## config.mk

```make
export PLATFORM = sky130hd
export DESIGN_NAME = weighted_interleaved_rr_scheduler_flat
export DESIGN_NICKNAME = d
export VERILOG_FILES = /design/src/sv/wirr_pkg.sv /design/src/sv/wirr_ifs.sv /design/src/sv/weighted_interleaved_rr_scheduler.sv /design/src/flat_wrapper.sv
export SDC_FILE = /design/constraint.sdc
export NUM_CORES = 1
export LEC_CHECK = 0
export BUFFER_PORTS_ARGS = -buffer_cell sky130_fd_sc_hd__buf_4
export CAP_MARGIN = 20
export CORE_ASPECT_RATIO = 1.4
export CORE_MARGIN = 10
export CORE_UTILIZATION = 35
export CTS_CLUSTER_DIAMETER = 200
export DETAILED_ROUTE_END_ITERATION = 6
export PLACE_DENSITY_LB_ADDON = 0.25
export SLEW_MARGIN = 20
export SYNTH_ARGS = -nofsm -noshare
export SYNTH_HDL_FRONTEND = slang
export SYNTH_SLANG_ARGS = --single-unit
```

## constraint.sdc

```tcl
create_clock -name i_clk -period 5.7 [get_ports i_clk]
set_clock_uncertainty 0.1 [all_clocks]
set_input_delay 0.285 -clock i_clk [delete_from_list [all_inputs] [get_ports i_clk]]
set_output_delay 0.285 -clock i_clk [all_outputs]
set_load 0.05 [all_outputs]
```

## src/sv/wirr_pkg.sv

```systemverilog
`timescale 1ns / 1ps
// ----------------------------------------------------------------------------
// wirr_pkg
// Field widths, operation and register codes, and sequencer states of the
// weighted interleaved round-robin scheduler.
// ----------------------------------------------------------------------------
package wirr_pkg;

    // Payload field widths
    localparam int OP_W       = 1;
    localparam int QIDX_W     = 2;
    localparam int CFG_IDX_W  = 3;
    localparam int CFG_DATA_W = 8;
    localparam int WEIGHT_W   = 8;
    localparam int QIU_W      = 3;
    localparam int TOTAL_W    = 4;

    // Finished counter ceiling
    localparam logic [TOTAL_W-1:0] TOTAL_MAX = 4'd15;

    // Number of weight registers on the configuration port
    localparam int WEIGHT_REGS = 4;

    // Item operations
    localparam logic [OP_W-1:0] OP_ENQUEUE = 1'b0;
    localparam logic [OP_W-1:0] OP_SELECT  = 1'b1;

    // Configuration register indexes
    localparam logic [CFG_IDX_W-1:0] CFG_WEIGHT0       = 3'd0;
    localparam logic [CFG_IDX_W-1:0] CFG_WEIGHT1       = 3'd1;
    localparam logic [CFG_IDX_W-1:0] CFG_WEIGHT2       = 3'd2;
    localparam logic [CFG_IDX_W-1:0] CFG_WEIGHT3       = 3'd3;
    localparam logic [CFG_IDX_W-1:0] CFG_QUEUES_IN_USE = 3'd4;

    // Sequencer states
    typedef enum logic [2:0] {
        ST_IDLE,
        ST_WRAP,
        ST_SCAN,
        ST_SPEND,
        ST_SETTLE
    } t_state;

endpackage

```

## src/sv/wirr_ifs.sv

```systemverilog
`timescale 1ns / 1ps
// ----------------------------------------------------------------------------
// Scheduler channel interfaces
// Valid/ready channels for items, results and configuration writes.
// ----------------------------------------------------------------------------

// Item channel: enqueue or select
interface wirr_item_if;
    logic                       valid;
    logic                       ready;
    logic [wirr_pkg::OP_W-1:0]   operation;
    logic [wirr_pkg::QIDX_W-1:0] queue_index;

    modport source (output valid, operation, queue_index, input ready);
    modport sink   (input valid, operation, queue_index, output ready);
endinterface

// Result channel: one beat per select
interface wirr_result_if;
    logic                       valid;
    logic                       ready;
    logic                       served;
    logic [wirr_pkg::QIDX_W-1:0] served_queue;

    modport source (output valid, served, served_queue, input ready);
    modport sink   (input valid, served, served_queue, output ready);
endinterface

// Configuration write channel
interface wirr_cfg_if;
    logic                           valid;
    logic                           ready;
    logic [wirr_pkg::CFG_IDX_W-1:0]  index;
    logic [wirr_pkg::CFG_DATA_W-1:0] data;

    modport source (output valid, index, data, input ready);
    modport sink   (input valid, index, data, output ready);
endinterface

```

## src/sv/weighted_interleaved_rr_scheduler.sv

```systemverilog
`timescale 1ns / 1ps
// ----------------------------------------------------------------------------
// weighted_interleaved_rr_scheduler
// Weighted interleaved round-robin queue scheduler with per-queue backlog
// and credit counters, driven by a small sequencer.
// ----------------------------------------------------------------------------
// An enqueue beat is taken in the idle state and the block stays ready. A
// select beat passes through WRAP, SCAN, SPEND and SETTLE. WRAP repeats a
// subtract step (at most NUM_QUEUES times) that wraps the rotation pointer into
// the active queue count, then sees that the wrap is done; SCAN visits 1 to the
// active count of queues, one per cycle,
// through a single shared step unit; the result is then held in an output
// register, so the next beat is taken while it waits.
// A further select stalls in its last cycle only while the previous result is
// still not taken. Configuration writes are always accepted and are meant
// for when the block is idle.
module weighted_interleaved_rr_scheduler #(
    parameter int NUM_QUEUES   = 4,
    parameter int BACKLOG_BITS = 16
) (
    input  logic            i_clk,
    input  logic            i_rst_n,
    wirr_item_if.sink       i_item,
    wirr_result_if.source   o_result,
    wirr_cfg_if.sink        i_cfg
);
    import wirr_pkg::*;

    localparam int QW = $clog2(NUM_QUEUES);
    localparam int NW = $clog2(NUM_QUEUES + 1);

    // Per-queue state
    logic [BACKLOG_BITS-1:0] r_backlog [NUM_QUEUES];
    logic [WEIGHT_W-1:0]     r_credit  [NUM_QUEUES];
    logic [WEIGHT_W-1:0]     r_weight  [NUM_QUEUES];
    logic [NUM_QUEUES-1:0]   r_fin;

    // Scheduler state
    logic [QW-1:0]      r_ptr;
    logic [TOTAL_W-1:0] r_total;
    logic [QIU_W-1:0]   r_qiu;

    // Sequencer working registers
    t_state        r_state, n_state;
    logic [NW-1:0] r_pos;
    logic [NW-1:0] r_n;
    logic [NW-1:0] r_step;
    logic          r_none;

    // Result register
    logic          r_out_valid;
    logic          r_served;
    logic [QIDX_W-1:0] r_served_queue;

    // Control strobes
    logic          in_take;
    logic          enq_take;
    logic          sel_take;
    logic          wrap_sub;
    logic          settle_go;

    // Step unit: wrap subtract, scan advance and active count clamp
    logic [QW-1:0] cur_q;
    logic          cur_elig;
    logic [NW-1:0] pos_inc;
    logic [NW-1:0] pos_next;
    logic [NW-1:0] step_inc;
    logic [NW-1:0] n_clamped;
    logic          reload;
    logic [QW-1:0] enq_q;
    logic          enq_ok;
    logic [QW-1:0] cfg_q;
    logic          cfg_q_ok;
    logic [WEIGHT_W-1:0] cfg_weight;

    function automatic logic [TOTAL_W-1:0] sat_inc(input logic [TOTAL_W-1:0] v);
        sat_inc = (v == TOTAL_MAX) ? v : v + TOTAL_W'(1);
    endfunction

    always_comb begin
        cur_q    = r_pos[QW-1:0];
        cur_elig = (r_backlog[cur_q] != '0) && !r_fin[cur_q];
        pos_inc  = r_pos + NW'(1);
        pos_next = (pos_inc == r_n) ? '0 : pos_inc;
        step_inc = r_step + NW'(1);
        reload   = 32'(r_total) >= 32'(r_n);
        enq_q    = QW'(i_item.queue_index);
        enq_ok   = 32'(i_item.queue_index) < NUM_QUEUES;
        cfg_q    = QW'(i_cfg.index[1:0]);
        cfg_q_ok = 32'(i_cfg.index[1:0]) < NUM_QUEUES;
        cfg_weight = (i_cfg.data == '0) ? WEIGHT_W'(1) : WEIGHT_W'(i_cfg.data);
        if (r_qiu == '0) begin
            n_clamped = NW'(1);
        end else if (32'(r_qiu) > NUM_QUEUES) begin
            n_clamped = NW'(NUM_QUEUES);
        end else begin
            n_clamped = NW'(r_qiu);
        end
    end

    // Next state
    always_comb begin
        n_state = r_state;
        unique case (r_state)
            ST_IDLE: begin
                if (i_item.valid && i_item.operation == OP_SELECT) begin
                    n_state = ST_WRAP;
                end
            end
            ST_WRAP: begin
                if (r_pos < r_n) begin
                    n_state = ST_SCAN;
                end
            end
            ST_SCAN: begin
                if (cur_elig || step_inc == r_n) begin
                    n_state = ST_SPEND;
                end
            end
            ST_SPEND: begin
                n_state = ST_SETTLE;
            end
            ST_SETTLE: begin
                if (!r_out_valid || o_result.ready) begin
                    n_state = ST_IDLE;
                end
            end
            default: begin
                n_state = ST_IDLE;
            end
        endcase
    end

    // Outputs and strobes
    always_comb begin
        in_take   = (r_state == ST_IDLE) && i_item.valid;
        enq_take  = in_take && (i_item.operation == OP_ENQUEUE);
        sel_take  = in_take && (i_item.operation == OP_SELECT);
        wrap_sub  = (r_state == ST_WRAP) && (r_pos >= r_n);
        settle_go = (r_state == ST_SETTLE) && (!r_out_valid || o_result.ready);
    end

    assign i_item.ready          = (r_state == ST_IDLE);
    assign i_cfg.ready           = 1'b1;
    assign o_result.valid        = r_out_valid;
    assign o_result.served       = r_served;
    assign o_result.served_queue = r_served_queue;

    // State register
    always_ff @(posedge i_clk) begin
        if (!i_rst_n) begin
            r_state <= ST_IDLE;
        end else begin
            r_state <= n_state;
        end
    end

    // Sequencer working registers
    always_ff @(posedge i_clk) begin
        if (!i_rst_n) begin
            r_pos  <= '0;
            r_n    <= NW'(1);
            r_step <= '0;
            r_none <= 1'b0;
        end else begin
            if (sel_take) begin
                // Start one past the pointer, wrapped below
                r_pos  <= NW'(r_ptr) + NW'(1);
                r_n    <= n_clamped;
                r_step <= '0;
                r_none <= 1'b0;
            end
            if (wrap_sub) begin
                r_pos <= r_pos - r_n;
            end
            if (r_state == ST_SCAN && !cur_elig) begin
                r_pos  <= pos_next;
                r_step <= step_inc;
                if (step_inc == r_n) begin
                    r_none <= 1'b1;
                end
            end
        end
    end

    // Queue state, rotation pointer and configuration registers
    always_ff @(posedge i_clk) begin
        if (!i_rst_n) begin
            for (int q = 0; q < NUM_QUEUES; q++) begin
                r_backlog[q] <= '0;
                r_credit[q]  <= WEIGHT_W'(1);
                r_weight[q]  <= WEIGHT_W'(1);
            end
            r_fin   <= '0;
            r_ptr   <= QW'(NUM_QUEUES - 1);
            r_total <= '0;
            r_qiu   <= QIU_W'(4);
        end else begin
            // Enqueue: bump backlog, hold at full
            if (enq_take && enq_ok && r_backlog[enq_q] != '1) begin
                r_backlog[enq_q] <= r_backlog[enq_q] + BACKLOG_BITS'(1);
            end

            // Scan: mark empty queues finished on the way past
            if (r_state == ST_SCAN && !cur_elig && !r_fin[cur_q]) begin
                r_fin[cur_q] <= 1'b1;
                r_total      <= sat_inc(r_total);
            end

            // Spend one credit of the chosen queue
            if (r_state == ST_SPEND) begin
                r_ptr <= cur_q;
                if (r_credit[cur_q] == WEIGHT_W'(1)) begin
                    r_fin[cur_q] <= 1'b1;
                    r_total      <= sat_inc(r_total);
                end
                if (r_credit[cur_q] != '0) begin
                    r_credit[cur_q] <= r_credit[cur_q] - WEIGHT_W'(1);
                end
            end

            // Settle: reload the round, drop one packet of the served queue
            if (settle_go) begin
                if (reload) begin
                    r_total <= '0;
                    r_fin   <= '0;
                    for (int q = 0; q < NUM_QUEUES; q++) begin
                        r_credit[q] <= r_weight[q];
                    end
                end
                if (!r_none && r_backlog[cur_q] != '0) begin
                    r_backlog[cur_q] <= r_backlog[cur_q] - BACKLOG_BITS'(1);
                end
            end

            // Configuration writes
            if (i_cfg.valid) begin
                unique case (i_cfg.index) inside
                    CFG_WEIGHT0, CFG_WEIGHT1, CFG_WEIGHT2, CFG_WEIGHT3: begin
                        if (cfg_q_ok) begin
                            r_weight[cfg_q] <= cfg_weight;
                            r_credit[cfg_q] <= cfg_weight;
                        end
                    end
                    CFG_QUEUES_IN_USE: begin
                        r_qiu <= QIU_W'(i_cfg.data);
                    end
                    default: begin
                    end
                endcase
            end
        end
    end

    // Result register: load on settle, drop on take
    always_ff @(posedge i_clk) begin
        if (!i_rst_n) begin
            r_out_valid <= 1'b0;
        end else begin
            if (settle_go) begin
                r_out_valid <= 1'b1;
            end else if (o_result.ready) begin
                r_out_valid <= 1'b0;
            end
        end
    end

    always_ff @(posedge i_clk) begin
        if (settle_go) begin
            r_served       <= !r_none;
            r_served_queue <= r_none ? '0 : QIDX_W'(cur_q);
        end
    end

endmodule

```

## src/flat_wrapper.sv

```systemverilog
// flat-port wrapper written by rule: the top's interface ports become plain ports
module weighted_interleaved_rr_scheduler_flat import wirr_pkg::*;
#(
    parameter int NUM_QUEUES   = 4,
    parameter int BACKLOG_BITS = 16
)
  (i_clk, i_rst_n, i_item_valid, i_item_operation, i_item_queue_index, i_item_ready, o_result_valid, o_result_served, o_result_served_queue, o_result_ready, i_cfg_valid, i_cfg_index, i_cfg_data, i_cfg_ready);
  wirr_item_if i_item_i ();
  wirr_result_if o_result_i ();
  wirr_cfg_if i_cfg_i ();
  input  logic i_clk;
  input  logic i_rst_n;
  input wire logic [$bits(i_item_i.valid)-1:0] i_item_valid;
  input wire logic [$bits(i_item_i.operation)-1:0] i_item_operation;
  input wire logic [$bits(i_item_i.queue_index)-1:0] i_item_queue_index;
  output wire logic [$bits(i_item_i.ready)-1:0] i_item_ready;
  output wire logic [$bits(o_result_i.valid)-1:0] o_result_valid;
  output wire logic [$bits(o_result_i.served)-1:0] o_result_served;
  output wire logic [$bits(o_result_i.served_queue)-1:0] o_result_served_queue;
  input wire logic [$bits(o_result_i.ready)-1:0] o_result_ready;
  input wire logic [$bits(i_cfg_i.valid)-1:0] i_cfg_valid;
  input wire logic [$bits(i_cfg_i.index)-1:0] i_cfg_index;
  input wire logic [$bits(i_cfg_i.data)-1:0] i_cfg_data;
  output wire logic [$bits(i_cfg_i.ready)-1:0] i_cfg_ready;
  assign i_item_i.valid = i_item_valid;
  assign i_item_i.operation = i_item_operation;
  assign i_item_i.queue_index = i_item_queue_index;
  assign i_item_ready = i_item_i.ready;
  assign o_result_valid = o_result_i.valid;
  assign o_result_served = o_result_i.served;
  assign o_result_served_queue = o_result_i.served_queue;
  assign o_result_i.ready = o_result_ready;
  assign i_cfg_i.valid = i_cfg_valid;
  assign i_cfg_i.index = i_cfg_index;
  assign i_cfg_i.data = i_cfg_data;
  assign i_cfg_ready = i_cfg_i.ready;
  weighted_interleaved_rr_scheduler #(.NUM_QUEUES(NUM_QUEUES), .BACKLOG_BITS(BACKLOG_BITS)) u_core (.i_clk(i_clk), .i_rst_n(i_rst_n), .i_item(i_item_i), .o_result(o_result_i), .i_cfg(i_cfg_i));
endmodule
```

# Word level (Yosys, flattened, before mapping)
# Memory sizes are Yosys's and may differ from the RTL's. A register that Yosys moved wholly into a read port is not among the register bits.
# Cells that the tools add are included.
[word_totals]
register_bits = 30
ram_bits = 128
input_bits = 19
output_inout_bits = 6
word_cells = 162
mem_count = 3
[memory_table]
columns = ["memory", "words", "width", "rd", "rd_ports_with_merged_regs", "write_ports", "line", "text"]
rows = [
  ["u_core.r_backlog", 4, 16, 2, 1, 4, "weighted_interleaved_rr_scheduler.sv:33", "logic [BACKLOG_BITS-1:0] r_backlog [NUM_QUEUES];"],
  ["u_core.r_credit", 4, 8, 1, 1, 5, "weighted_interleaved_rr_scheduler.sv:34", "logic [WEIGHT_W-1:0] r_credit [NUM_QUEUES];"],
  ["u_core.r_weight", 4, 8, 4, 0, 4, "weighted_interleaved_rr_scheduler.sv:35", "logic [WEIGHT_W-1:0] r_weight [NUM_QUEUES];"],
]
[classes]
addsub = 8
n_lt_le_gt_ge = 6
n_eq_ne = 17
muxes = 75
n_bitwise = 7
n_reduce_logical = 34
[ops]
columns = ["operator", "count"]
rows = [
  ["$mux 8", 7],
  ["$mux 4", 12],
  ["$mux 3", 12],
  ["$mux 16", 2],
  ["$reduce_or 16->1", 2],
  ["$mux 1", 31],
  ["$add 16x1->16 const B", 1],
  ["$mux 2", 8],
  ["$ne 16x16->1 const B", 1],
  ["$reduce_bool 16->1", 1],
  ["$reduce_or 8->1", 2],
  ["$sub 16x1->16 const B", 1],
  ["$pmux 3 s5", 1],
  ["$eq 3x2->1 const B", 4],
  ["$logic_and 1x1->1", 12],
  ["$logic_not 3->1", 3],
  ["$eq 8x1->1 const B", 1],
  ["$logic_not 8->1", 1],
  ["$ne 2x1->1 const B", 4],
  ["$or 4x4->4", 2],
  ["$reduce_bool 8->1", 1],
  ["$sub 8x1->8 const B", 1],
  ["$add 3x1->3 const B", 2],
  ["$eq 3x1->1 const B", 2],
  ["23 further kinds", 33],
]

# Depth between registers and ports, before layout
[logic_depth]
ltp_word = 14
ltp_mapped = 14
depth_no_buf = 10

# Worst setup path after synthesis
# Ideal clock, no wire load.
[synth_path]
path_kind = "register to register"
from = "register with a tool-made name"
to = "memory u_core.r_backlog[3][0], enable pin"
setup_ps = 409
arrival_ps = 4127
required_time_ps = 5191
path_slack_ps = 1064
path_stages_with_launch = 13
n_path_buf = 3
synth_period_minus_slack_ps = 4636
path_cell_list = "dfxtp_1 -> clkbuf_1 -> buf_2 -> buf_1 -> mux4_2 -> inv_1 -> ha_1 -> inv_1 -> or4_4 -> nor4_4 -> or4_4 -> o21ai_0 -> nor3_1"
[synth_lines]
columns = ["element", "line"]
rows = [
  ["end, declared", "weighted_interleaved_rr_scheduler.sv:33"],
]

==> flow_metrics.env <==
export IMPL_status="completed"
export IMPL_ir_drop_mv=0.2353
export IMPL_rows=68
export IMPL_cts_sinks=160
export IMPL_path_clk_slew_ns=0.06
export IMPL_cap_violations=0
export IMPL_grt_pass1_wl_um=33930
export IMPL_placed_cell_area_um2=9244
export IMPL_ys_seq_area_frac=0.5104
export IMPL_routed_wl_um=21430
export IMPL_critPathMaxFanout=17
export IMPL_dp_hpwl_um=15460
export IMPL_ys_ff_latch=160
export IMPL_routed_via_density=5.498
export IMPL_worst_ep_required_time_ns=5.66
export IMPL_min_from="i_cfg_data[0]"
export IMPL_synth_compound_area_frac=0.1129
export IMPL_drt_iter0_drc=426
export IMPL_hold_path_depth=3
export IMPL_synthTopCellsByArea="edfxtp_1, mux4_2, dfxtp_1, nor2_1, ha_1"
export IMPL_post_cts_setup_buffers=0
export IMPL_layout_setup_ws_ns=1.213
export IMPL_timing_fmax_ghz=0.2228
export IMPL_critPathKind="reg -> reg"
export IMPL_power_density_nw_per_um2=306.0
export IMPL_drt_pass1_iter_count=5
export IMPL_core_um2=24760
export IMPL_synthArstFlopShare=0
export IMPL_critPathArrivalTime_ns=4.45
export IMPL_reg2reg_depth=7
export IMPL_finalSetupViolCount=0
export IMPL_grt_pass1_vias=6045
export IMPL_grt_max_degree=45
export IMPL_syn_instance_count=724
export IMPL_routabilityCongestion=0.7872
export IMPL_die_area_um2=32120
export IMPL_highest_layer="met4"
export IMPL_ys_types=72
export IMPL_synth_nets=762
export IMPL_finish_instance_area_um2=9779
export IMPL_tns_ns=0
export IMPL_period_needed_ns=4.487
export IMPL_synthAdderAreaFrac=0.02773
export IMPL_tightest_slew_ns=0.9537
export IMPL_rrSetupSlack_ns=1.21
export IMPL_synth_top_family_by_area="simple AND/OR/NAND/NOR gates"
export IMPL_nets=770
export IMPL_startpoint_type="flip-flop"
export IMPL_cts_htree_levels=4
export IMPL_remaining_drc_errors=0
export IMPL_finalHoldViolCount=0
export IMPL_postRouteAntennaNets=0
export IMPL_route_met3_wl_um=494
export IMPL_synth_mux_area_frac=0.1143
export IMPL_die_x_um=154.4
export IMPL_cpMaxStageDelayCell="or4_1"
export IMPL_hold_buffers=0
export IMPL_cts_path_max_buffers=2
export IMPL_root_buffer="clkbuf_16"
export IMPL_layout_worst_path_cycle_share=0.7873
export IMPL_synth_top_area_share=0.4448
export IMPL_grt_usage=0.1331
export IMPL_timing_hold_worst_endpoint="u_core.r_qiu[0]"
export IMPL_syn_area_per_cell_um2=12.22
export IMPL_fp_dieH_um=208.1
export IMPL_antenna_cells=0
export IMPL_fillers=2357
export IMPL_area_growth_pct=10.57
export IMPL_min_path_type="in -> reg"
export IMPL_ys_warn_count=0
export IMPL_layout_drive_gt1_share=0.1584
export IMPL_synthXorXnorAreaFrac=0.04060
export IMPL_start_util=0.3572
export IMPL_endpoint_kind="flip-flop"
export IMPL_cp_slowest_stage_delay_ns=0.71
export IMPL_wl_met1_um=8580
export IMPL_slew_limit_headroom=0.3593
export IMPL_rsz0062_at_grt="false"
export IMPL_synth_edff_count=131
export IMPL_grt_overflow_total=0
export IMPL_leakagePower_nw=3.472
export IMPL_yosys_area_share_simple=0.1498
export IMPL_cts_tree="done"
export IMPL_slew_violations=0
export IMPL_synth_common_cells="edfxtp_1, nor2_1, nand2_1"
export IMPL_routedWlPerCell_um=20.22
export IMPL_io_pins=25
export IMPL_clock_latency_ns=0.43
export IMPL_port_buffers=23
export IMPL_cts_resized=0
export IMPL_cts_buffers=17
export IMPL_synthFlopType="edfxtp_1"
export IMPL_path_cells="buf_4 > mux4_2 > or4_1 > nor4_4 > o31ai_1 > o221ai_4 > nand2_2"
export IMPL_synth_most_common_cell="edfxtp_1"
export IMPL_antenna_found_initial=0
export IMPL_place_ws_ns=1.185
export IMPL_netlist_area_um2=8845
export IMPL_wl_met2_um=11840
export IMPL_num_vias=5828
export IMPL_yosysTopAreaCell="edfxtp_1"
export IMPL_worst_r2r_endpoint="u_core.r_backlog[1][5]"
## power breakdown
| group | switching [mW] | total [mW] | internal [mW] |
|---|---|---|---|
| sequential | 0.0581 | 1.39 | 1.33 |
| clock | 0.491 | 1.05 | 0.561 |
| combinational | 0.306 | 0.552 | 0.245 |
## worst max-delay path: cells and delay by family, from the launching register on
family	cells	cell delay [ns]
mux	1	0.54
buf+inv	1	0.33
compound gates	2	0.77
flops	1	0.66
simple gates	3	1.69
## cell usage in the layout, fill, tap and decap left out, types with 4 or more instances in the layout
cell type,instances
o211ai_1,4
buf_4,32
o221ai_1,7
nand4_1,9
and3_1,12
ha_1,18
a21boi_0,5
o22a_1,14
inv_6,4
clkbuf_16,17
o21ai_0,7
nor4_1,7
mux4_2,35
nor3_1,19
dfxtp_1,28
and4_1,4
nand2b_1,6
and2_1,18
o21a_1,5
nor2b_1,11
mux4_1,5
nand3b_1,4
mux2i_1,8
o21bai_1,20
or3_1,6
xor2_1,21
nor2_1,63
nand2_1,42
a2bb2oi_1,23
inv_1,35
edfxtp_1,131
xnor2_1,20
nand3_1,24
a21oi_1,15
## kinds of logic after synthesis
kind of cell | Yosys count
compound gates | 127
mux | 49
xor+xnor | 41
flops | 160
buf+inv | 79
fa+ha+maj | 19
simple gates | 248
other cells | 1
## through the flow
stage / hold slack [ns] / total power, mW / utilization / cells
after global placement: 0.3448 / 1.969 / 0.3733 / 1028
after floorplan: 0.3135 / 1.829 / - / 724
final: 0.03493 / 2.993 / 0.3950 / 1060
after detailed placement: 0.3563 / 1.971 / 0.3734 / 1028
after global routing: 0.03960 / 3.121 / 0.3950 / 1060
after CTS: 0.01541 / 3.023 / 0.3950 / 1060
## metal layers
metal	track usage	up-vias
met4	0.05536	0
met5	0	-
met2	0.2437	123
met3	0.02167	33
met1	0.1476	2901
li1	-	2771
## area by class of cell
| cell class | instances | area (um^2) | area share |
|---|---|---|---|
| Clock buffer | 17 | 425.4 | 0.04350 |
| Clock inverter | 15 | 110.1 | 0.01126 |
| Inverter | 36 | 135.1 | 0.01382 |
| Multi-Input combinational cell | 485 | 3959 | 0.4048 |
| Sequential cell | 160 | 4516 | 0.4617 |
| Tap cell | 315 | 394.1 | 0.04030 |
| Timing Repair Buffer | 32 | 240.2 | 0.02456 |
## worst max-delay path by stage
| stage | startpoint | end | slack, ns | cells after the start |
|---|---|---|---|---|
| 6_report | flip-flop | u_core.r_backlog[1][5] | 1.21 | 7 |
| 5_1_grt | flip-flop | u_core.r_backlog[1][5] | 0.86 | 7 |
| 4_1_cts | flip-flop | u_core.r_backlog[1][11] | 1.17 | 7 |
| 3_5_place_dp | flip-flop | u_core.r_backlog[1][5] | 1.19 | 7 |
| 3_3_place_gp | flip-flop | u_core.r_backlog[1][12] | 1.23 | 7 |
| 2_1_floorplan | flip-flop | u_core.r_backlog[3][0] | 1.06 | 12 |
## state kept, by name, summed over array words and instances, names as in the netlist, named ones only
signal	cells
u_core.r_qiu	3
u_core.r_step	3
u_core.r_credit	32
u_core.o_result.served_queue	2
u_core.r_total	4
u_core.r_pos	3
u_core.r_state	3
u_core.o_result.served	1
u_core.o_result.valid	1
u_core.r_backlog	64
u_core.r_none	1
u_core.r_n	3
u_core.r_weight	32
u_core.r_fin	4
u_core.r_ptr	2
Power figures use the tool's default switching activity.
